`config.mk`:
```
export PLATFORM = sky130hd
export DESIGN_NAME = ialu_result_stage
export DESIGN_NICKNAME = d
export VERILOG_FILES = /design/src/hdl/ialu_pkg.sv /design/src/hdl/ialu_result_stage.sv
export SDC_FILE = /design/constraint.sdc
export NUM_CORES = 1
export LEC_CHECK = 0
export BUFFER_PORTS_ARGS = -buffer_cell sky130_fd_sc_hd__buf_2
export CORE_MARGIN = 2
export CORE_UTILIZATION = 41
export DETAILED_ROUTE_END_ITERATION = 8
export PLACE_DENSITY_LB_ADDON = 0.12
export SYNTH_ARGS = -nofsm -noshare
export SYNTH_HDL_FRONTEND = slang
export SYNTH_SLANG_ARGS = --single-unit
```
`constraint.sdc`:
```
create_clock -name clk -period 2.3 [get_ports clk]
set_clock_uncertainty 0.1 [all_clocks]
set_input_delay 0.46 -clock clk [delete_from_list [all_inputs] [get_ports clk]]
set_output_delay 0.46 -clock clk [all_outputs]
set_load 0.01 [all_outputs]
```
`src/hdl/ialu_pkg.sv`:
```
// Shared types, operation codes and helper functions for the integer ALU.
// Depends on nothing; every other file in the block imports it.
package ialu_pkg;

    localparam int XLEN   = 64;
    localparam int HALF   = 32;
    localparam int NBYTES = 8;
    localparam int CNT_W  = 7;

    typedef enum logic [4:0] {
        OP_ADDL   = 5'd0,
        OP_ADDL_V = 5'd1,
        OP_ADDQ   = 5'd2,
        OP_ADDQ_V = 5'd3,
        OP_S4ADDL = 5'd4,
        OP_S8ADDL = 5'd5,
        OP_S4ADDQ = 5'd6,
        OP_S8ADDQ = 5'd7,
        OP_CMPEQ  = 5'd8,
        OP_CMPLE  = 5'd9,
        OP_CMPLT  = 5'd10,
        OP_CMPULE = 5'd11,
        OP_CTLZ   = 5'd12,
        OP_CTTZ   = 5'd13,
        OP_MULL   = 5'd14,
        OP_MULL_V = 5'd15,
        OP_MULQ   = 5'd16,
        OP_MULQ_V = 5'd17
    } op_t;

    // Incoming instruction word, unpacked.
    typedef struct packed {
        op_t              op;
        logic [XLEN-1:0]  src_a;
        logic [XLEN-1:0]  src_b;
        logic             use_literal;
        logic [7:0]       literal_value;
    } req_t;

    // Operands, partial products and per-byte count data after the first stage.
    typedef struct packed {
        op_t                    op;
        logic [XLEN-1:0]        a;
        logic [XLEN-1:0]        b;
        logic [XLEN-1:0]        p00;
        logic [XLEN-1:0]        p01;
        logic [XLEN-1:0]        p10;
        logic [XLEN-1:0]        p11;
        logic [XLEN-1:0]        alu_res;
        logic                   alu_ov;
        logic [NBYTES-1:0]      byte_nz;
        logic [NBYTES-1:0][2:0] byte_tz;
    } s1_t;

    // Product sums and the finished non-multiply result after the second stage.
    typedef struct packed {
        op_t              op;
        logic [XLEN-1:0]  alu_res;
        logic             alu_ov;
        logic [HALF-1:0]  lo_low;
        logic [HALF+1:0]  mid;
        logic [XLEN-1:0]  hi_sum;
        logic [XLEN-1:0]  hi_corr;
        logic [HALF-1:0]  sp_hi;
    } s2_t;

    typedef struct packed {
        logic [XLEN-1:0]  result;
        logic             overflow;
    } rsp_t;

    function automatic logic [XLEN-1:0] sext32(input logic [HALF-1:0] v);
        return {{(XLEN-HALF){v[HALF-1]}}, v};
    endfunction

endpackage

```
`src/hdl/ialu_result_stage.sv`:
```
// Third pipeline stage: completes the multiply high half, tests for overflow
// and selects the final word into the output register. Uses ialu_pkg.
module ialu_result_stage (
    input  logic           clk,
    input  logic           rst_n,
    input  logic           in_valid,
    output logic           in_ready,
    input  ialu_pkg::s2_t  in_data,
    output logic           out_valid,
    input  logic           out_ready,
    output ialu_pkg::rsp_t out_data
);
    import ialu_pkg::*;

    logic            valid_reg;
    rsp_t            data_reg;
    rsp_t            data_next;
    logic [XLEN-1:0] hi;

    always_comb
    begin
        hi = in_data.hi_sum + XLEN'(in_data.mid[HALF+1:HALF]) - in_data.hi_corr;

        unique case (in_data.op)
            OP_MULL, OP_MULL_V:
            begin
                data_next.result   = sext32(in_data.lo_low);
                data_next.overflow = (in_data.op == OP_MULL_V) &&
                                     (in_data.sp_hi != {HALF{in_data.lo_low[HALF-1]}});
            end
            OP_MULQ, OP_MULQ_V:
            begin
                data_next.result   = {in_data.mid[HALF-1:0], in_data.lo_low};
                data_next.overflow = (in_data.op == OP_MULQ_V) &&
                                     (hi != {XLEN{in_data.mid[HALF-1]}});
            end
            default:
            begin
                data_next.result   = in_data.alu_res;
                data_next.overflow = in_data.alu_ov;
            end
        endcase
    end

    assign in_ready  = !valid_reg || out_ready;
    assign out_valid = valid_reg;
    assign out_data  = data_reg;

    always_ff @(posedge clk or negedge rst_n)
    begin
        if (!rst_n)
            valid_reg <= 1'b0;
        else if (in_ready)
            valid_reg <= in_valid;
    end

    always_ff @(posedge clk)
    begin
        if (in_ready && in_valid)
            data_reg <= data_next;
    end

endmodule
```
==> results of run 1 <==
[final timing paths]
path / end / slack [ns] / cells past startpoint / from
min reg2reg: out_valid$_DFFE_PN0N_ / 0.70 / 3 / out_valid$_DFFE_PN0N_
min: out_valid$_DFFE_PN0N_ / 0.32 / 2 / rst_n
min in group clk: out_data[16]$_DFFE_PP_ / 0.32 / 2 / in_data[242]
max in group asynchronous: out_valid$_DFFE_PN0N_ / 1.70 / 2 / rst_n
max: out_data[0]$_DFFE_PP_ / -2.37 / 15 / in_data[33]
max reg2reg: out_data[40]$_DFFE_PP_ / 0.74 / 3 / out_valid$_DFFE_PN0N_
[cell families (layout without fill, tap and decap cells)]
kind of cell	count (synthesis)	in the layout	synth area share
XOR/XNOR	63	63	0.0633
buffers and inverters	130	745	0.0600
multiplexers	35	35	0.0451
AO/OA/AOI/OAI	304	304	0.248
flip-flops	66	66	0.227
other	0	1	0
adder cells (fa/ha/maj)	127	127	0.184
AND/OR/NAND/NOR	284	284	0.173
[layer usage]
layer	GRT usage	vias to the layer above
li1	-	5075
met1	0.340	4500
met2	0.473	329
met3	0.0601	68
met4	0.101	2
met5	0	-
[sequential cells by signal, indices dropped and copies added (netlist names)]
register   count
out_valid      1
out_data      65
[layout make-up]
class,instances,share of cell area
tap,275,0.0261
multi-input combinational,813,0.477
antenna,1,0.000190
timing repair buffer,644,0.299
sequential,66,0.150
clock inverter,7,0.00579
inverter,85,0.0242
clock buffer,9,0.0171
[placed cells by master, fill, tap and decap left out, types with 11 or more instances in the layout]
master,count
inv_1,85
a31oi_1,14
a21oi_1,75
and2_1,12
nand4_1,27
ha_1,125
a211oi_1,11
xor2_1,30
buf_2,366
buf_4,275
nor2_1,50
a21o_1,26
edfxtp_1,65
o21ai_0,38
and3_1,12
nand2b_1,12
nand2_1,66
o21bai_1,13
nand3_1,20
a221o_1,32
xnor2_1,33
mux2_2,34
nor3_1,25
[worst max-delay path, delay by kind of cell]
| family | cells | cell delay, ns |
|---|---|---|
| simple gates | 4 | 1.50 |
| fa+ha+maj | 2 | 0.83 |
| xor+xnor | 1 | 0.23 |
| compound gates | 7 | 1.51 |
| buf+inv | 1 | 0.11 |
[repair_timing]
item	in CTS	in global routing
hold buffers	1	0
setup buffers	1	0
gates resized for setup	7	3
pin swaps	6	3
setup endpoints to repair	1	1
hold endpoints to repair	1	0
[through the flow]
step                setup slack [ns]  cells  power, W   util
detailed placement             -2.81   1881   0.00493  0.612
global placement               -2.69   1881   0.00492  0.612
CTS                            -2.32   1899   0.00637  0.628
floorplan                      -2.28   1009   0.00329      -
finish                         -2.37   1900   0.00636  0.629
global route                   -2.60   1899   0.00681  0.629
[power groups by stage]
| stage | registers, W | logic (W) | clock network (W) |
|---|---|---|---|
| floorplan | 0.00151 | 0.00178 | 0 |
| finish | 0.00145 | 0.00353 | 0.00139 |
| detailed placement | 0.00148 | 0.00346 | 0 |
| global placement | 0.00147 | 0.00344 | 0 |
| global route | 0.00146 | 0.00387 | 0.00148 |
| CTS | 0.00145 | 0.00350 | 0.00142 |
==> impl_summary.txt, run 1 <==
----------------------------------------------------
[STA]
  Final period demand of the worst path ... 4.67 ns
  Fmax ... 0.214 GHz
  Setup TNS Final ... -2.37 ns
  Slew margin rel. ... 0.488
  Count of pins over their slew limit ... 0
  Final-layout worst hold slack ... 0.316 ns
  Final critical-path setup slack ... -2.37 ns
  Total setup violations reported at the end of the flow ... 1
  Slew at the pin closest to its max-slew limit ... 0.768 ns
  Setup repair after global routing missed its margin ... true
  Portion of the clock cycle consumed by the worst path in the final layout ... 2.03
  Hold Vio Cnt, Final ... 0

[Route]
  Vias per std cell ... 5.25
  Top routing layer used ... met5
  Via count of the routed design ... 9974
  Final ANT Viol Nets ... 0
  Initial DRC count ... 530
  Final wirelength ... 32.1 mm
  Number of iterations in the first detailed-routing pass ... 5
  Remaining DRCs ... 0
  Routed metal-1 wirelength ... 13.4 mm
  Routed wl met2 ... 15.3 mm
  WL/cell ... 16.9 um
  Met3 wirelength from detailed routing ... 2.13 mm

[Worst setup path]
  Crit path cell chain ... buf_2, fa_2, fa_2, and2b_1, o2111a_2, o2111ai_2, nand4_1, a21o_1, a31oi_2, xor2_1, o22ai_1, or4_1, or4b_1, a2111oi_2, a32oi_1
  Largest stage delay, worst path ... 0.60 ns
  Endpoint kind of the worst setup timing path ... register
  CP max FO ... 4
  Most frequent cell on the critical path ... fa_2
  Critical Path Source Type ... primary input
  WP data required ... 2.27 ns
  Cell with the largest stage delay on the worst path ... fa_2
  Critical path class ... primary input to register
  Arrival time reported for the critical path endpoint ... 4.64 ns

[Synth]
  Post-synthesis async set-or-reset flop share ... 0.0152
  Number of flops mapped to enable cells by yosys ... 65
  Count of synthesis-stage warnings from yosys ... 0
  Netlist Area Pre-Place ... 8710 um2
  Number of cells produced by synthesis ... 1009
  Sequential-to-total area share from yosys stat ... 0.227
  Leading cell types by total area after synthesis ... edfxtp_1 22%, ha_1 18%, mux2_2 4.4%
  Number of distinct library cell variants in the gate-level netlist after synthesis ... 81
  Most used flip-flop cell after synthesis ... edfxtp_1
  Synthesis-stage register bit count ... 66
  Post-Synthesis Mean Instance Area ... 8.63 um2
  Share of Yosys cell area claimed by the top area cell type ... 0.224
  Cell type with the largest total area after synthesis ... edfxtp_1
  Net count of the mapped netlist ... 1436
  Most common cell in the synthesized netlist ... ha_1
  Synth cell count leaders ... 125 x ha_1, 85 x inv_1, 76 x a21oi_1

[GRT]
  GRT Util Overall ... 0.276
  Global-route congestion overflow total ... 0
  First-pass GRT wire length ... 48.6 mm
  Pin count of the biggest net entering global routing ... 65
  Number of global-route vias before repair ... 9681
  Number of antenna violations at the first check in global routing ... 2

[Die]
  Die ar. ... 22400 um2
  Core area ... 21000 um2
  Die Y ... 150 um
  Count of pins on the block boundary ... 367
  Die span in x ... 150 um
  Starting density of the core ... 0.416
  Std-Cell Rows ... 53

[Placed design]
  Placer congestion estimate ... 0.954
  DP Area ... 12800 um2
  Half-perimeter wire length after placement ... 27.9 mm
  Port Buf Inserts ... 366

[Pwr]
  Combinational group share of total power ... 0.554
  Sw Ratio ... 0.364
  Internal power of the cells ... 0.00405 W
  Pleak ... 6.63 nW
  Power share of the clock group ... 0.218
  Power share of the sequential group ... 0.228
  Cell Pwr Density ... 483 nW/um2
  Worst vdd rail ir drop ... 0.000385 V
  Net switching component of the power ... 0.00232 W

[Outcome]
  Violated checks ... negative setup slack
  Run status ... finished, violations left

[Layout]
  Seq. cell area ... 1980 um2
  Area of the multi-input gates ... 6290 um2
  Growth of design area from synthesis to finish ... 51.4%
  Layout Cell Area excl Fill ... 13200 um2
  Fillers ... 1914
  Layout cells sized above 1 ... 0.450
  Final net count ... 2046

[Clock network]
  Sinks on the clock net ... 66
  CTS root buffer ... clkbuf_16
  CTS H-Tree Depth ... 3
  Maximum buffer depth of the clock tree ... 2
  Clock tree from TritonCTS ... yes
  Clock-pin transition on the worst setup and hold timing paths ... 0.06 ns
  Cts bufs inserted ... 9
  Clk_lat worst skew ... 0.34 ns

[Job]
  Max-cap viol count ... 0

[Hold path]
  Classification of the worst-slack hold path ... primary input to async pin

----------------------------------------------------
Note: power is estimated with default switching activity, not from simulation.
==> run 2, diff against run 1 <==
--- a/config.mk
+++ b/config.mk
@@ -7,7 +7,7 @@
 export LEC_CHECK = 0
 export BUFFER_PORTS_ARGS = -buffer_cell sky130_fd_sc_hd__buf_2
 export CORE_MARGIN = 2
-export CORE_UTILIZATION = 41
+export CORE_UTILIZATION = 40
 export DETAILED_ROUTE_END_ITERATION = 8
 export PLACE_DENSITY_LB_ADDON = 0.12
 export SYNTH_ARGS = -nofsm -noshare
==> run 2 against run 1 <==
The run still ends with negative setup slack left. Sequential cell count unchanged. Sequential share of layout area down 0.16 points. Sequential power about the same. Register-to-register slack gained 0.05 ns. Non-clock buffer count increased by 13. Global-route usage down 0.96 points. Die area grew 2.4%. Largest cell class unchanged. Critical path depth increased by 2. Final cell count grew 0.68%. Count of clock-buffer cells in the layout did not move. Design area grew 1.1%.
==> impl_summary.txt, run 2 (synthesis results as in run 1) <==
----------------------------------------------------
[Worst setup path]
  Arrival time reported for the critical path endpoint ... 4.58 ns
  Largest stage delay, worst path ... 0.61 ns
  Cell with the largest stage delay on the worst path ... fa_2
  Reg-to-reg critical path startpoint ... out_valid$_DFFE_PN0N_
  Crit path cell chain ... buf_2, fa_2, inv_1, ha_1, a211oi_2, buf_4, nor3_4, nor2_1, o211ai_1, xor2_1, or4_4, nor3_2, o32ai_1, or4_1, or4b_4, a2111oi_4, a32oi_1
  Critical Path Start ... in_data[33]
  Endpoint kind of the worst setup timing path ... register
  CP max FO ... 3
  Critical Path Source Type ... primary input
  Critical path class ... primary input to register
  WP data required ... 2.27 ns

[Route]
  WL/cell ... 16.7 um
  Remaining DRCs ... 0
  Initial DRC count ... 576
  Final ANT Viol Nets ... 0
  Number of iterations in the first detailed-routing pass ... 5
  Final wirelength ... 32.0 mm
  Via count of the routed design ... 10100
  Vias per std cell ... 5.29

[STA]
  Final period demand of the worst path ... 4.61 ns
  Portion of the clock cycle consumed by the worst path in the final layout ... 2.00
  Fmax ... 0.217 GHz
  Hold Vio Cnt, Final ... 0
  Final critical-path setup slack ... -2.31 ns
  Slew at the pin closest to its max-slew limit ... 0.747 ns
  Total setup violations reported at the end of the flow ... 1
  Slew margin rel. ... 0.502
  Count of pins over their slew limit ... 0
  Setup repair after global routing missed its margin ... true
  Setup TNS Final ... -2.31 ns

[GRT]
  Number of global-route vias before repair ... 9677
  First-pass GRT wire length ... 48.3 mm
  Pin count of the biggest net entering global routing ... 66
  Number of antenna violations at the first check in global routing ... 0
  Global-route congestion overflow total ... 0
  GRT Util Overall ... 0.266

[Clock network]
  Clk_lat worst skew ... 0.33 ns
  Clock-pin transition on the worst setup and hold timing paths ... 0.06 ns
  CTS root buffer ... clkbuf_16
  Sinks on the clock net ... 66
  Cts bufs inserted ... 9
  CTS H-Tree Depth ... 3
  Maximum buffer depth of the clock tree ... 2
  Clock tree from TritonCTS ... yes

[Layout]
  Final net count ... 2059
  Fillers ... 1965
  Flip-flop count of the largest register, all copies and words added ... 65
  Most common cell after layout, fill and taps aside ... buf_2
  Commonest non-fill, non-tap cells in the layout ... 366 x buf_2, 288 x buf_4, 125 x ha_1
  Growth of design area from synthesis to finish ... 53.0%
  Layout cells sized above 1 ... 0.459
  Post-route insts no fill ... 1913

[Pwr]
  Cell Pwr Density ... 483 nW/um2
  Pleak ... 6.72 nW
  Worst vdd rail ir drop ... 0.000326 V
  Pwr Total ... 0.00644 W

[Placed design]
  Half-perimeter wire length after placement ... 27.7 mm
  Placer congestion estimate ... 0.951
  Post-placement cell count ... 1893
  Port Buf Inserts ... 366

[Die]
  Count of pins on the block boundary ... 367
  Std-Cell Rows ... 53
  Die span in x ... 152 um
  Core area ... 21200 um2
  Starting density of the core ... 0.410
  Die ar. ... 23000 um2
  Die Y ... 152 um

[Hold path]
  Classification of the worst-slack hold path ... primary input to register
  Hold path startpoint ... in_valid

[Job]
  Max-cap viol count ... 0

[Outcome]
  Violated checks ... negative setup slack
  Run status ... finished, violations left

----------------------------------------------------
==> run 2: metrics by stage <==
step	setup slack (ns)	util	hold slack (ns)	area, um2
floorplan	-2.28	-	0.0644	8740
global placement	-2.75	0.609	0.136	12900
detailed placement	-2.80	0.609	0.136	12900
CTS	-2.24	0.626	0.230	13300
global route	-2.53	0.628	0.252	13300
finish	-2.31	0.628	0.242	13300
==> run 2: cell type report <==
type                       count  area [um2]  area share
inverter                      85         319      0.0239
clock inverter                 7        77.6     0.00582
timing repair buffer         657        4040       0.303
sequential                    66        1980       0.148
multi-input combinational    813        6340       0.476
antenna                        1        2.50    0.000188
clock buffer                   9         225      0.0169
tap                          275         344      0.0258
==> run 2: critical path: cells and delay by family <==
kind	cells	cell delay [ns]
AO/OA/AOI/OAI	5	0.80
XOR/XNOR	1	0.17
adder cells (fa/ha/maj)	2	0.91
buffers and inverters	3	0.36
AND/OR/NAND/NOR	6	1.88
==> run 2: timing repair <==
action	in CTS	in global routing
hold buffers	1	0
gates resized for setup	12	7
pin swaps	7	4
setup endpoints to repair	1	1
cloned	0	0
buffers inserted	0	2
hold endpoints to repair	1	0
==> run 2: where the power goes <==
part	switching, W	internal (W)
sequential	0.0000163	0.00142
clock	0.000573	0.000851
combinational	0.00178	0.00180
total	0.00237	0.00408
==> run 2: per-layer routing <==
metal,vias to the layer above,GRT usage,part of all wire
li1,5101,-,-
met1,4617,0.349,0.43
met2,372,0.470,0.49
met3,39,0.0329,0.060
met4,0,0.0588,0.018
met5,-,0,0
==> run 2: path summary, 6_finish.rpt <==
kind | endpoint | slack, ns | cells after the start
max in group asynchronous | out_valid$_DFFE_PN0N_ | 1.68 | 2
setup reg to reg | out_data[42]$_DFFE_PP_ | 0.79 | 3
hold reg to reg | out_valid$_DFFE_PN0N_ | 0.48 | 2
setup / recovery | out_data[0]$_DFFE_PP_ | -2.31 | 17
min in group asynchronous | out_valid$_DFFE_PN0N_ | 0.34 | 2
hold / removal | out_valid$_DFFE_PN0N_ | 0.24 | 2
