File: src/hdl/ialu_pkg.sv
// Shared types, operation codes and helper functions for the integer ALU.
// Depends on nothing; every other file in the block imports it.
package ialu_pkg;

    localparam int XLEN   = 64;
    localparam int HALF   = 32;
    localparam int NBYTES = 8;
    localparam int CNT_W  = 7;

    typedef enum logic [4:0] {
        OP_ADDL   = 5'd0,
        OP_ADDL_V = 5'd1,
        OP_ADDQ   = 5'd2,
        OP_ADDQ_V = 5'd3,
        OP_S4ADDL = 5'd4,
        OP_S8ADDL = 5'd5,
        OP_S4ADDQ = 5'd6,
        OP_S8ADDQ = 5'd7,
        OP_CMPEQ  = 5'd8,
        OP_CMPLE  = 5'd9,
        OP_CMPLT  = 5'd10,
        OP_CMPULE = 5'd11,
        OP_CTLZ   = 5'd12,
        OP_CTTZ   = 5'd13,
        OP_MULL   = 5'd14,
        OP_MULL_V = 5'd15,
        OP_MULQ   = 5'd16,
        OP_MULQ_V = 5'd17
    } op_t;

    // Incoming instruction word, unpacked.
    typedef struct packed {
        op_t              op;
        logic [XLEN-1:0]  src_a;
        logic [XLEN-1:0]  src_b;
        logic             use_literal;
        logic [7:0]       literal_value;
    } req_t;

    // Operands, partial products and per-byte count data after the first stage.
    typedef struct packed {
        op_t                    op;
        logic [XLEN-1:0]        a;
        logic [XLEN-1:0]        b;
        logic [XLEN-1:0]        p00;
        logic [XLEN-1:0]        p01;
        logic [XLEN-1:0]        p10;
        logic [XLEN-1:0]        p11;
        logic [XLEN-1:0]        alu_res;
        logic                   alu_ov;
        logic [NBYTES-1:0]      byte_nz;
        logic [NBYTES-1:0][2:0] byte_tz;
    } s1_t;

    // Product sums and the finished non-multiply result after the second stage.
    typedef struct packed {
        op_t              op;
        logic [XLEN-1:0]  alu_res;
        logic             alu_ov;
        logic [HALF-1:0]  lo_low;
        logic [HALF+1:0]  mid;
        logic [XLEN-1:0]  hi_sum;
        logic [XLEN-1:0]  hi_corr;
        logic [HALF-1:0]  sp_hi;
    } s2_t;

    typedef struct packed {
        logic [XLEN-1:0]  result;
        logic             overflow;
    } rsp_t;

    function automatic logic [XLEN-1:0] sext32(input logic [HALF-1:0] v);
        return {{(XLEN-HALF){v[HALF-1]}}, v};
    endfunction

endpackage

File: src/hdl/ialu_merge_stage.sv
// Second pipeline stage: sums the partial products into low, middle and high
// parts, forms the sign corrections, and finishes the zero counts. Uses ialu_pkg.
module ialu_merge_stage (
    input  logic          clk,
    input  logic          rst_n,
    input  logic          in_valid,
    output logic          in_ready,
    input  ialu_pkg::s1_t in_data,
    output logic          out_valid,
    input  logic          out_ready,
    output ialu_pkg::s2_t out_data
);
    import ialu_pkg::*;

    logic             valid_reg;
    s2_t              data_reg;
    s2_t              data_next;
    logic [CNT_W-1:0] cnt;

    always_comb
    begin
        // Lowest non-zero byte wins; an all-zero word counts as the full width.
        cnt = CNT_W'(XLEN);
        for (int k = NBYTES - 1; k >= 0; k--)
            if (in_data.byte_nz[k])
                cnt = {1'b0, 3'(k), in_data.byte_tz[k]};

        data_next.op      = in_data.op;
        data_next.alu_ov  = in_data.alu_ov;
        data_next.alu_res = (in_data.op == OP_CTLZ || in_data.op == OP_CTTZ)
                            ? XLEN'(cnt) : in_data.alu_res;

        data_next.lo_low  = in_data.p00[HALF-1:0];
        data_next.mid     = (HALF+2)'(in_data.p00[XLEN-1:HALF])
                          + (HALF+2)'(in_data.p01[HALF-1:0])
                          + (HALF+2)'(in_data.p10[HALF-1:0]);
        data_next.hi_sum  = in_data.p11
                          + XLEN'(in_data.p01[XLEN-1:HALF])
                          + XLEN'(in_data.p10[XLEN-1:HALF]);
        // Signed 128-bit high half differs from the unsigned one by these terms.
        data_next.hi_corr = (in_data.a[XLEN-1] ? in_data.b : '0)
                          + (in_data.b[XLEN-1] ? in_data.a : '0);
        // Upper half of the signed 32x32 product.
        data_next.sp_hi   = in_data.p00[XLEN-1:HALF]
                          - (in_data.a[HALF-1] ? in_data.b[HALF-1:0] : '0)
                          - (in_data.b[HALF-1] ? in_data.a[HALF-1:0] : '0);
    end

    assign in_ready  = !valid_reg || out_ready;
    assign out_valid = valid_reg;
    assign out_data  = data_reg;

    always_ff @(posedge clk or negedge rst_n)
    begin
        if (!rst_n)
            valid_reg <= 1'b0;
        else if (in_ready)
            valid_reg <= in_valid;
    end

    always_ff @(posedge clk)
    begin
        if (in_ready && in_valid)
            data_reg <= data_next;
    end

endmodule

File: config.mk
export PLATFORM = sky130hd
export DESIGN_NAME = ialu_merge_stage
export DESIGN_NICKNAME = d
export VERILOG_FILES = /design/src/hdl/ialu_pkg.sv /design/src/hdl/ialu_merge_stage.sv
export SDC_FILE = /design/constraint.sdc
export NUM_CORES = 1
export LEC_CHECK = 0
export ABC_AREA = 1
export BUFFER_PORTS_ARGS = -buffer_cell sky130_fd_sc_hd__buf_2
export CAP_MARGIN = 20
export CORE_AREA = 2 2 310 312
export DETAILED_ROUTE_END_ITERATION = 10
export DIE_AREA = 0 0 312 314
export SYNTH_ARGS = -nofsm -noshare
export SYNTH_HDL_FRONTEND = slang
export SYNTH_SLANG_ARGS = --single-unit
File: constraint.sdc
create_clock -name clk -period 28.5 [get_ports clk]
set_input_delay 1.425 -clock clk [delete_from_list [all_inputs] [get_ports clk]]
set_output_delay 1.425 -clock clk [all_outputs]
set_load 0.005 [all_outputs]
==> results of run 1 <==
[per-stage QoR]
stage,utilization,instances,worst slack (ns)
after floorplan,-,3892,11.80
after detailed placement,0.3434,5924,23.52
after global routing,0.3572,5996,23.95
after CTS,0.3571,5995,24.15
final,0.3574,6006,24.19
after global placement,0.3434,5924,23.57
[registers in the layout (all words and copies together), names as in the netlist]
signal and count:
out_data 296, out_valid 1
[report_power, final]
part	internal, uW	leakage (uW)	switching, uW
clock	300	0.000623	211
combinational	210	0.0156	404
sequential	556	0.00285	17.6
total	1070	0.0190	633
[cells by family (layout without fill, tap and decap cells)]
logic type | Yosys count | count (layout) | share of synthesized area
multiplexers | 3 | 3 | 0.001115
flip-flops | 297 | 297 | 0.3308
AND/OR/NAND/NOR | 2070 | 2070 | 0.3119
XOR/XNOR | 97 | 97 | 0.03153
adder cells (fa/ha/maj) | 257 | 257 | 0.1466
other | 0 | 11 | 0
buffers and inverters | 921 | 1759 | 0.1283
AO/OA/AOI/OAI | 247 | 247 | 0.04969
[cell type report]
class,count,area share
Clock buffer,45,0.03084
Multi-Input combinational cell,2674,0.4320
Timing Repair Buffer,795,0.1185
Tap cell,1265,0.04688
Inverter,893,0.09929
Clock inverter,26,0.007635
Antenna cell,11,0.0008154
Sequential cell,297,0.2640
[routing by layer]
| metal | vias to the layer above | wire (um) | part of all wire | track usage |
|---|---|---|---|---|
| li1 | 13600 | - | - | - |
| met1 | 12510 | 48020 | 0.41 | 0.2913 |
| met2 | 945 | 57040 | 0.49 | 0.4057 |
| met3 | 138 | 8662 | 0.074 | 0.04236 |
| met4 | 28 | 2519 | 0.022 | 0.04928 |
| met5 | - | 205 | 0.0018 | 0 |
[cells in the mapped netlist, types with 17 or more instances]
library cell | number | area (sq um)
nand3_1 | 189 | 945.9
nor3_1 | 39 | 195.2
nor2_1 | 336 | 1261
ha_1 | 159 | 1989
clkbuf_1 | 27 | 101.4
nand4_1 | 52 | 325.3
inv_1 | 887 | 3329
fa_1 | 98 | 1962
o21ai_0 | 56 | 280.3
o21bai_1 | 17 | 127.6
nand2_1 | 1403 | 5266
edfxtp_1 | 296 | 8889
a21oi_1 | 151 | 755.7
xor2_1 | 89 | 779.5
[path summary, 6_finish.rpt]
path / start / end / slack, ns / cells past startpoint
hold reg to reg: out_valid / out_valid / 0.60 / 2
max in group asynchronous: rst_n / out_valid / 27.79 / 1
min in group asynchronous: rst_n / out_valid / 0.62 / 1
setup reg to reg: out_valid / out_data[152] / 24.79 / 4
hold / removal: out_valid / out_valid / 0.60 / 2
setup / recovery: out_ready / out_data[152] / 24.19 / 6
[worst register-to-register path, cell delays in order, from the launching register on]
cell	delay (ns)
dfrtp_1	0.41
a21oi_4	0.76
buf_4	0.62
buf_4	0.73
buf_4	0.74
==> out/qor.yml, run 1 <==
cts-root-buf: "clkbuf_16"
grt_max_degree: 64
fillers: 10410
clock_latency_ns: 0.59
crit_slowest_cell: "a21oi_4"
final_cell_mix: "nand2_1 (1,403), inv_1 (887), buf_2 (787)"
final_common_cell: "nand2_1"
overflow: 0
synth-edff-count: 296
worst-slew-pin-transition_ns: 0.9414
placed_area_sq_um: 32430
ctsHoldBuffers: 0
ys_async_sr_fraction: 0.003367
cpMostUsedCell: "buf_4"
boundaryPins: 788
routed_wl_mm: 116.4
vias_per_cell: 4.531
critPathArrivalTime_ns: 4.52
clock-sinks: 297
dr.pass1.iters: 6
cts_setup_buffers: 0
hp-class: "reg -> reg"
cts_tree: "done"
worst-path-buf-inv: 5
h-tree-depth: 2
total_power_uw: 1700
grt_setup_unrepaired: "no"
layout.nets: 5448
p_leak_uw: 0.01902
ys_seq_area_frac: 0.3308
cts_resized: 0
grt_usage: 0.2298
finalSetupViolations: 0
multi_input_area_sq_um: 14590
synth-seq-cells: 297
drt_iter0_markers: 1978
ys_warn_count: 0
status: "finished clean"
timing.fmax_mhz: 232.1
fin_skew_ns: 0.02570
worst_ep_required_time_ns: 28.71
tns_ns: 0
grt_pass1_vias: 26250
drcViolationCount: 0
vias: 27210
die_h_um: 314
antenna_left: 0
clk_pin_slew_worst_paths_ns: 0.06
min_period_over_period: 0.1512
max_stage_delay_ns: 0.74
wl_per_cell_um: 19.39
coreArea_sq_um: 94450
syn2layout_area_growth_pct: 25.29
ys_types: 45
relSlewSlack: 0.3710
syn-cell-area_sq_um: 26940
synth_flop_cell: "edfxtp_1"
dieArea_sq_um: 97970
cap_violations: 0
peakVddDrop_mv: 0.03337
finalHoldViolations: 0
hold_slack_ns: 0.6002
synth_nets: 4639
dp_hpwl_mm: 100.9
worstPathMaxFanout: 60
layout-drive-gt1-share: 0.1884
port_buffers: 787
start_kind: "input port"
initial_utilization: 0.2853
cts_buffers: 40
rows: 113
power_density_nw_per_um2: 50.34
gp_congestion: 0.9740
fin_crit_ns: 4.309
end_kind: "register"
cpLargestDelayFamily: "buffers and inverters"
critical_path.cell_chain: "buf_2, inv_1, a21oi_4, buf_4, buf_4, buf_4"
antenna_found_initial: 45
synthCells: 3892
syn_area_per_cell_sq_um: 6.923
die_w_um: 312
critical_path_class: "in -> reg"
drv_slew: 0
grt_first_pass_wirelength_mm: 167.5
postLayoutCellArea_sq_um: 33760
cts_max_path_buffers: 3
register_area_sq_um: 8914
Power figures use the tool's default switching activity.
==> run 2: changes to the inputs <==
- ABC_AREA: 1 -> 0
- CORE_AREA: 2 2 310 312 -> 2 2 307 309
- DIE_AREA: 0 0 312 314 -> 0 0 309 311
- clock period: 28.5 -> 4.4 ns (I/O delays scaled with it)
==> run 2 against run 1 <==
Against the previous run:
- die area shrank 1.9%
- critical path type unchanged
- utilization shrank 3.2 points
- critical path depth grew 10
- first-iteration DRC count shrank 34%
- worst setup slack lost 24 ns
- total power grew to 6.3 times the previous value
- sequential cell count is the same
- non-clock buffer count grew 169
- clock power grew to 6.9 times the previous value
- via count shrank 28%
==> out/qor.yml, run 2 <==
critical_path.cell_chain: "dlygate4sd3_1, buf_2, fa_1, ha_1, fa_1, a211oi_1, o211ai_1, a41oi_1, o41ai_1, o21ai_0, buf_4, o211ai_1, a21oi_1, inv_1, a21oi_1, xnor2_1"  # was buf_2, inv_1, a21oi_4, buf_4, buf_4, buf_4
dp_hpwl_mm: 76.51  # was 100.9 mm
dr.pass1.iters: 6  # unchanged
boundaryPins: 788  # unchanged
clock-sinks: 297  # unchanged
dp_cells: 4067  # was 5,924
synth_flop_cell: "edfxtp_1"  # unchanged
fin_cells: 4298  # was 6,006
peakVddDrop_mv: 0.2440  # was 0.03337 mV
cap_violations: 0  # unchanged
drt_iter0_markers: 1315  # was 1,978
layout.nets: 3747  # was 5,448
relSlewSlack: 0.3839  # was 0.3710
critPathArrivalTime_ns: 4.44  # was 4.52 ns
netlist_top_cells_count: "edfxtp_1 (296), and2_1 (243), ha_1 (159)"  # was nand2_1 (1,403), inv_1 (887), nor2_1 (336)
dieArea_sq_um: 96100  # was 97,970 sq um
tns_ns: 0  # unchanged
h-tree-depth: 2  # unchanged
syn_area_per_cell_sq_um: 10.63  # was 6.923 sq um
grt_max_degree: 61  # was 64
worst-slew-pin-transition_ns: 0.9242  # was 0.9414 ns
die_h_um: 311  # was 314 um
status: "finished clean"  # unchanged
synth-edff-count: 296  # unchanged
die_w_um: 309  # was 312 um
finalSetupViolations: 0  # unchanged
clock_latency_ns: 0.59  # about the same
coreArea_sq_um: 92770  # was 94,450 sq um
yosysMostFrequentCell: "edfxtp_1"  # was nand2_1
grt_usage: 0.1874  # was 0.2298
worst-path-buf-inv: 4  # was 5
initial_utilization: 0.2351  # was 0.2853
syn-cell-area_sq_um: 21810  # was 26,940 sq um
cts_buffers: 41  # was 40
finalHoldViolations: 0  # unchanged
syn2layout_area_growth_pct: 38.52  # was 25.29%
end_kind: "register"  # unchanged
ys_warn_count: 0  # unchanged
worst_ep_required_time_ns: 4.73  # was 28.71 ns
port_buffers: 787  # unchanged
ys_types: 70  # was 45
max_stage_delay_ns: 0.54  # was 0.74 ns
postLayoutCellArea_sq_um: 30220  # was 33,760 sq um
clk_pin_slew_worst_paths_ns: 0.06  # about the same
grt_setup_unrepaired: "no"  # unchanged
cts_setup_buffers: 0  # unchanged
wl_per_cell_um: 21.76  # was 19.39 um
final_common_cell: "buf_2"  # was nand2_1
hold_slack_ns: 0.07306  # was 0.6002 ns
timing.fmax_mhz: 243.7
crit_slowest_cell: "dlygate4sd3_1"  # was a21oi_4
worstPathMaxFanout: 4  # was 60
ys_seq_area_frac: 0.4086  # was 0.3308
cts_tree: "done"  # unchanged
overflow: 0  # unchanged
critical_path_class: "in -> reg"  # unchanged
start_kind: "input port"  # unchanged
synth_area_leaders: "edfxtp_1 (41%), ha_1 (9.1%), fa_1 (9.0%)"  # was edfxtp_1 (33%), nand2_1 (20%), inv_1 (12%)
routed_wl_mm: 93.51  # was 116.4 mm
p_leak_uw: 0.01334  # was 0.01902 uW
min_period_over_period: 0.9328
fin_crit_ns: 4.104
vias: 19690  # was 27,210
grt_first_pass_wirelength_mm: 131.4  # was 167.5 mm
rows: 112  # was 113
hp-class: "in -> reg"  # was reg -> reg
drcViolationCount: 0  # unchanged
placed_area_sq_um: 27370  # was 32,430 sq um
layout-drive-gt1-share: 0.2973  # was 0.1884
gp_congestion: 0.9639  # was 0.9740
timing.final.ws_setup_ns: 0.2958  # was 24.19 ns
power_density_nw_per_um2: 354.8  # was 50.34 nW/um^2
vias_per_cell: 4.582  # was 4.531
synthCells: 2052  # was 3,892
final_cell_mix: "buf_2 (787), edfxtp_1 (296), and2_1 (242)"  # was nand2_1 (1,403), inv_1 (887), buf_2 (787)
synth_top_area_cell: "edfxtp_1"  # unchanged
synth-seq-cells: 297  # unchanged
antenna_found_initial: 56  # was 45
cpLargestDelayFamily: "compound AO/OA/AOI/OAI gates"  # was buffers and inverters
ys_async_sr_fraction: 0.003367  # unchanged
fin_skew_ns: 0.02782  # was 0.02570 ns
synth_nets: 2799  # was 4,639
cts-root-buf: "clkbuf_16"  # unchanged
dp_slack_ns: 0.08274  # was 23.52 ns
fillers: 9675  # was 10,410
antenna_left: 0  # unchanged
largest_reg_flops: 296  # unchanged
synth_top_area_frac: 0.4075  # was 0.3299
drv_slew: 0  # unchanged
cts_max_path_buffers: 3  # unchanged
grt_pass1_vias: 19890  # was 26,250
==> run 2: changes by cell type in the layout (fill, tap and decap cells not counted), moves of 144 or more <==
cell and delta:
and2_1 +240, nand2_1 -1280, nand3_1 -156, nor2_1 -233
dlygate4sd3_1 +144, inv_1 -770
==> run 2: cell families after synthesis <==
kind of cell	share of synthesized area
DFF	0.4086
buffers and inverters	0.03149
and+or+nand+nor	0.1671
AOI/OAI and AO/OA	0.1414
muxes	0.002294
adders and majority gates	0.1811
xor gates and xnor gates	0.06786
==> run 2: what timing repair did <==
action	in CTS	in global routing
resized for setup	0	0
endpoints found under the hold margin	135	0
hold buffers	144	0
==> run 2: final cells by class <==
cell class              instances  area (sq um)  area share
repair buffers                964          5665      0.1875
multi-input cells            1579         12220      0.4044
well taps                    1254          1569     0.05193
diodes                         13         32.53    0.001077
flip-flops and latches        297          8914      0.2950
clock inverters                18         221.5    0.007329
inverters                     117         439.2     0.01453
clock buffers                  56          1155     0.03822
==> run 2: path summary, 6_finish.rpt <==
kind	startpoint	to	slack (ns)	depth (start not counted)
min reg2reg	out_valid	out_valid	1.07	3
min	in_data[35]	out_data[229]	0.07	3
max	in_data[322]	out_data[191]	0.30	16
min in group asynchronous	rst_n	out_valid	0.47	3
max in group asynchronous	rst_n	out_valid	3.82	3
max reg2reg	out_valid	out_data[127]	2.23	3
==> run 2: routing by layer <==
metal | share of wire | track usage
met4 | 0.049 | 0.08484
met5 | 0.0048 | 0
met3 | 0.11 | 0.08269
met2 | 0.47 | 0.3178
met1 | 0.36 | 0.1993
==> run 2: metrics by stage <==
stage	power, uW	util
after floorplan	5743	-
after global placement	7132	0.2950
after detailed placement	7135	0.2950
after CTS	10880	0.3254
after global routing	11340	0.3256
final	10720	0.3257
==> run 2: worst reg2reg max path, cell delays in order (launching register included) <==
cell,delay [ns]
dfrtp_1,0.37
nand2b_1,0.11
and2_4,0.75
buf_4,0.55
==> run 2: power breakdown <==
group / total, uW / internal, uW / switching, uW
combinational: 3500 / 1520 / 1980
sequential: 3700 / 3610 / 92.6
clock: 3520 / 2130 / 1390
total: 10700 / 7250 / 3470
==> run 3: changes to the inputs <==
- CELL_PAD_IN_SITES_DETAIL_PLACEMENT: default -> 1
- CELL_PAD_IN_SITES_GLOBAL_PLACEMENT: default -> 2
- CORE_AREA: 2 2 307 309 -> 2 2 311 313
- DIE_AREA: 0 0 309 311 -> 0 0 313 315
- PLACE_DENSITY_LB_ADDON: default -> 0.1
==> run 3 against run 2 <==
Against the previous run:
- utilization down 0.88 points
- via count down 0.20%
- register-to-register slack better by 0.03 ns
- critical endpoint unchanged
- final area up 0.39%
- worst setup slack worse by 0.020 ns
- cell count up 0.93%
- combinational power about the same
- count of clock-buffer cells in the layout down 7
- hold slack worse by 0.016 ns
- first-iteration DRC count down 34%
==> out/qor.yml, run 3 (synthesized netlist as in run 2, its figures left out) <==
switchingPower_uw: 3492  # was 3467 uW
end_kind: "register"  # unchanged
fin_skew_ns: 0.01007  # was 0.02782 ns
min_period_over_period: 0.9373  # was 0.9328
port_buffers: 787  # unchanged
timing.critical_path.from: "in_data[322]"  # unchanged
finalSetupViolations: 0  # unchanged
r2r_start: "out_valid"  # unchanged
status: "finished clean"  # unchanged
grt_first_pass_wirelength_mm: 134.3  # was 131.4 mm
drv_slew: 0  # unchanged
hold_slack_ns: 0.05728  # was 0.07306 ns
vias: 19650  # was 19,690
cts_tree: "done"  # unchanged
critPathArrivalTime_ns: 4.46  # was 4.44 ns
routed_wl_mm: 92.95  # was 93.51 mm
rrSetupSlack_ns: 2.26  # was 2.23 ns
clock_latency_ns: 0.58  # was 0.59 ns
cts_setup_buffers: 0  # unchanged
dp_hpwl_mm: 76.80  # was 76.51 mm
cap_violations: 0  # unchanged
grt_max_degree: 72  # was 61
die_h_um: 315  # was 311 um
cts_buffers: 42  # was 41
final_common_cell: "buf_2"  # unchanged
worst-slew-pin-transition_ns: 1.086  # was 0.9242 ns
worst_ep_required_time_ns: 4.74  # was 4.73 ns
timing.fmax_mhz: 242.5  # was 243.7 MHz
postLayoutCellArea_sq_um: 30330  # was 30,220 sq um
start_kind: "input port"  # unchanged
cts-root-buf: "clkbuf_16"  # unchanged
fillers: 10980  # was 9,675
rows: 114  # was 112
cts_max_path_buffers: 3  # unchanged
power_density_nw_per_um2: 350.8  # was 354.8 nW/um^2
vias_per_cell: 4.530  # was 4.582
multi_input_area_sq_um: 12220  # unchanged
boundaryPins: 788  # unchanged
swShare: 0.3282  # was 0.3234
grt_setup_unrepaired: "no"  # unchanged
drt_iter0_markers: 864  # was 1,315
largest_reg_flops: 296  # unchanged
critical_path_class: "in -> reg"  # unchanged
antenna_found_initial: 53  # was 56
initial_utilization: 0.2279  # was 0.2351
hp-class: "in -> reg"  # unchanged
hp-start: "in_data[38]"  # was in_data[35]
fin_crit_ns: 4.124  # was 4.104 ns
syn2layout_area_growth_pct: 39.06  # was 38.52%
gp_congestion: 0.8809  # was 0.9639
relSlewSlack: 0.2711  # was 0.3839
worstPathMaxFanout: 4  # unchanged
grt_pass1_vias: 20800  # was 19,890
register_area_sq_um: 8914  # unchanged
placed_area_sq_um: 27510  # was 27,370 sq um
overflow: 0  # unchanged
fin_cells: 4338  # was 4,298
clk_pin_slew_worst_paths_ns: 0.06  # about the same
final_cell_mix: "buf_2 (787), edfxtp_1 (296), and2_1 (242)"  # unchanged
p_leak_uw: 0.01338  # was 0.01334 uW
dp_cells: 4101  # was 4,067
layout-drive-gt1-share: 0.2998  # was 0.2973
p_int_uw: 7149  # was 7252 uW
drcViolationCount: 0  # unchanged
grt_usage: 0.1809  # was 0.1874
dieArea_sq_um: 98600  # was 96,100 sq um
coreArea_sq_um: 95710  # was 92,770 sq um
clock-sinks: 297  # unchanged
die_w_um: 313  # was 309 um
layout.nets: 3758  # was 3,747
antenna_left: 0  # unchanged
wl_per_cell_um: 21.43  # was 21.76 um
cts_resized: 0  # unchanged
clkPwrFrac: 0.324  # was 0.329
p_comb_frac: 0.328  # was 0.326
power_frac_seq: 0.348  # was 0.345
finalHoldViolations: 0  # unchanged
h-tree-depth: 2  # unchanged
dr.pass1.iters: 5  # was 6
peakVddDrop_mv: 0.2347  # was 0.2440 mV
-- run 3: cell count changes in the layout (fill, tap and decap cells not counted), sizes merged --
cell / before / now
buf: 820 / 832
bufinv: 5 / 4
clkbuf: 56 / 49
clkinv: 11 / 20
clkinvlp: 0 / 1
diode: 13 / 20
dlygate4sd3: 144 / 142
inv: 119 / 118
-- run 3: final timing paths --
| path | end | depth (start not counted) |
|---|---|---|
| max | out_data[191] | 17 |
| min reg2reg | out_data[36] | 2 |
| min in group asynchronous | out_valid | 3 |
| min | out_data[232] | 3 |
| max reg2reg | out_data[224] | 3 |
| max in group asynchronous | out_valid | 3 |
-- run 3: metrics by stage --
stage	total power, uW	TNS, ns	setup slack (ns)	utilization
floorplan	5743	0	0.5710	-
global placement	7139	-0.02777	-0.02777	0.2874
detailed placement	7166	0	0.01175	0.2874
CTS	10850	0	0.4306	0.3164
global route	11300	0	0.04978	0.3168
finish	10640	0	0.2760	0.3169
-- run 3: per-layer routing --
metal  track usage  part of all wire
met2        0.3153              0.50
met4       0.04719             0.021
met1        0.2138              0.41
met5             0            0.0022
met3       0.05808             0.075
-- run 3: timing repair --
item / 4_1_cts / 5_1_grt
setup endpoints to repair: 0 / 0
hold buffers: 142 / 0
endpoints found under the hold margin: 135 / 0
-- run 3: cell type report --
type                       count  area share
inverter                     117     0.01448
multi-input combinational   1579      0.4029
tap                         1276     0.05263
clock buffer                  49     0.03551
timing repair buffer         974      0.1899
antenna                       20    0.001650
sequential                   297      0.2938
clock inverter                26    0.009116
-- run 3: critical path: stages --
cell and delay, ns:
dlygate4sd3_1 0.54, buf_2 0.16, fa_1 0.46, ha_1 0.26
fa_1 0.45, a211oi_1 0.33, o211ai_1 0.23, a41oi_1 0.47
o41ai_1 0.13, buf_4 0.17, o21ai_0 0.19, buf_4 0.18
o211ai_1 0.15, a21oi_1 0.21, inv_1 0.06, a21oi_1 0.17
xnor2_1 0.08
-- run 3: power by group through the flow --
stage               Combinational [uW]  Sequential, uW  Clock, uW
floorplan                         1950            3790          0
CTS                               3540            3710       3600
global route                      3890            3730       3680
detailed placement                3400            3760          0
global placement                  3380            3760          0
finish                            3490            3700       3450
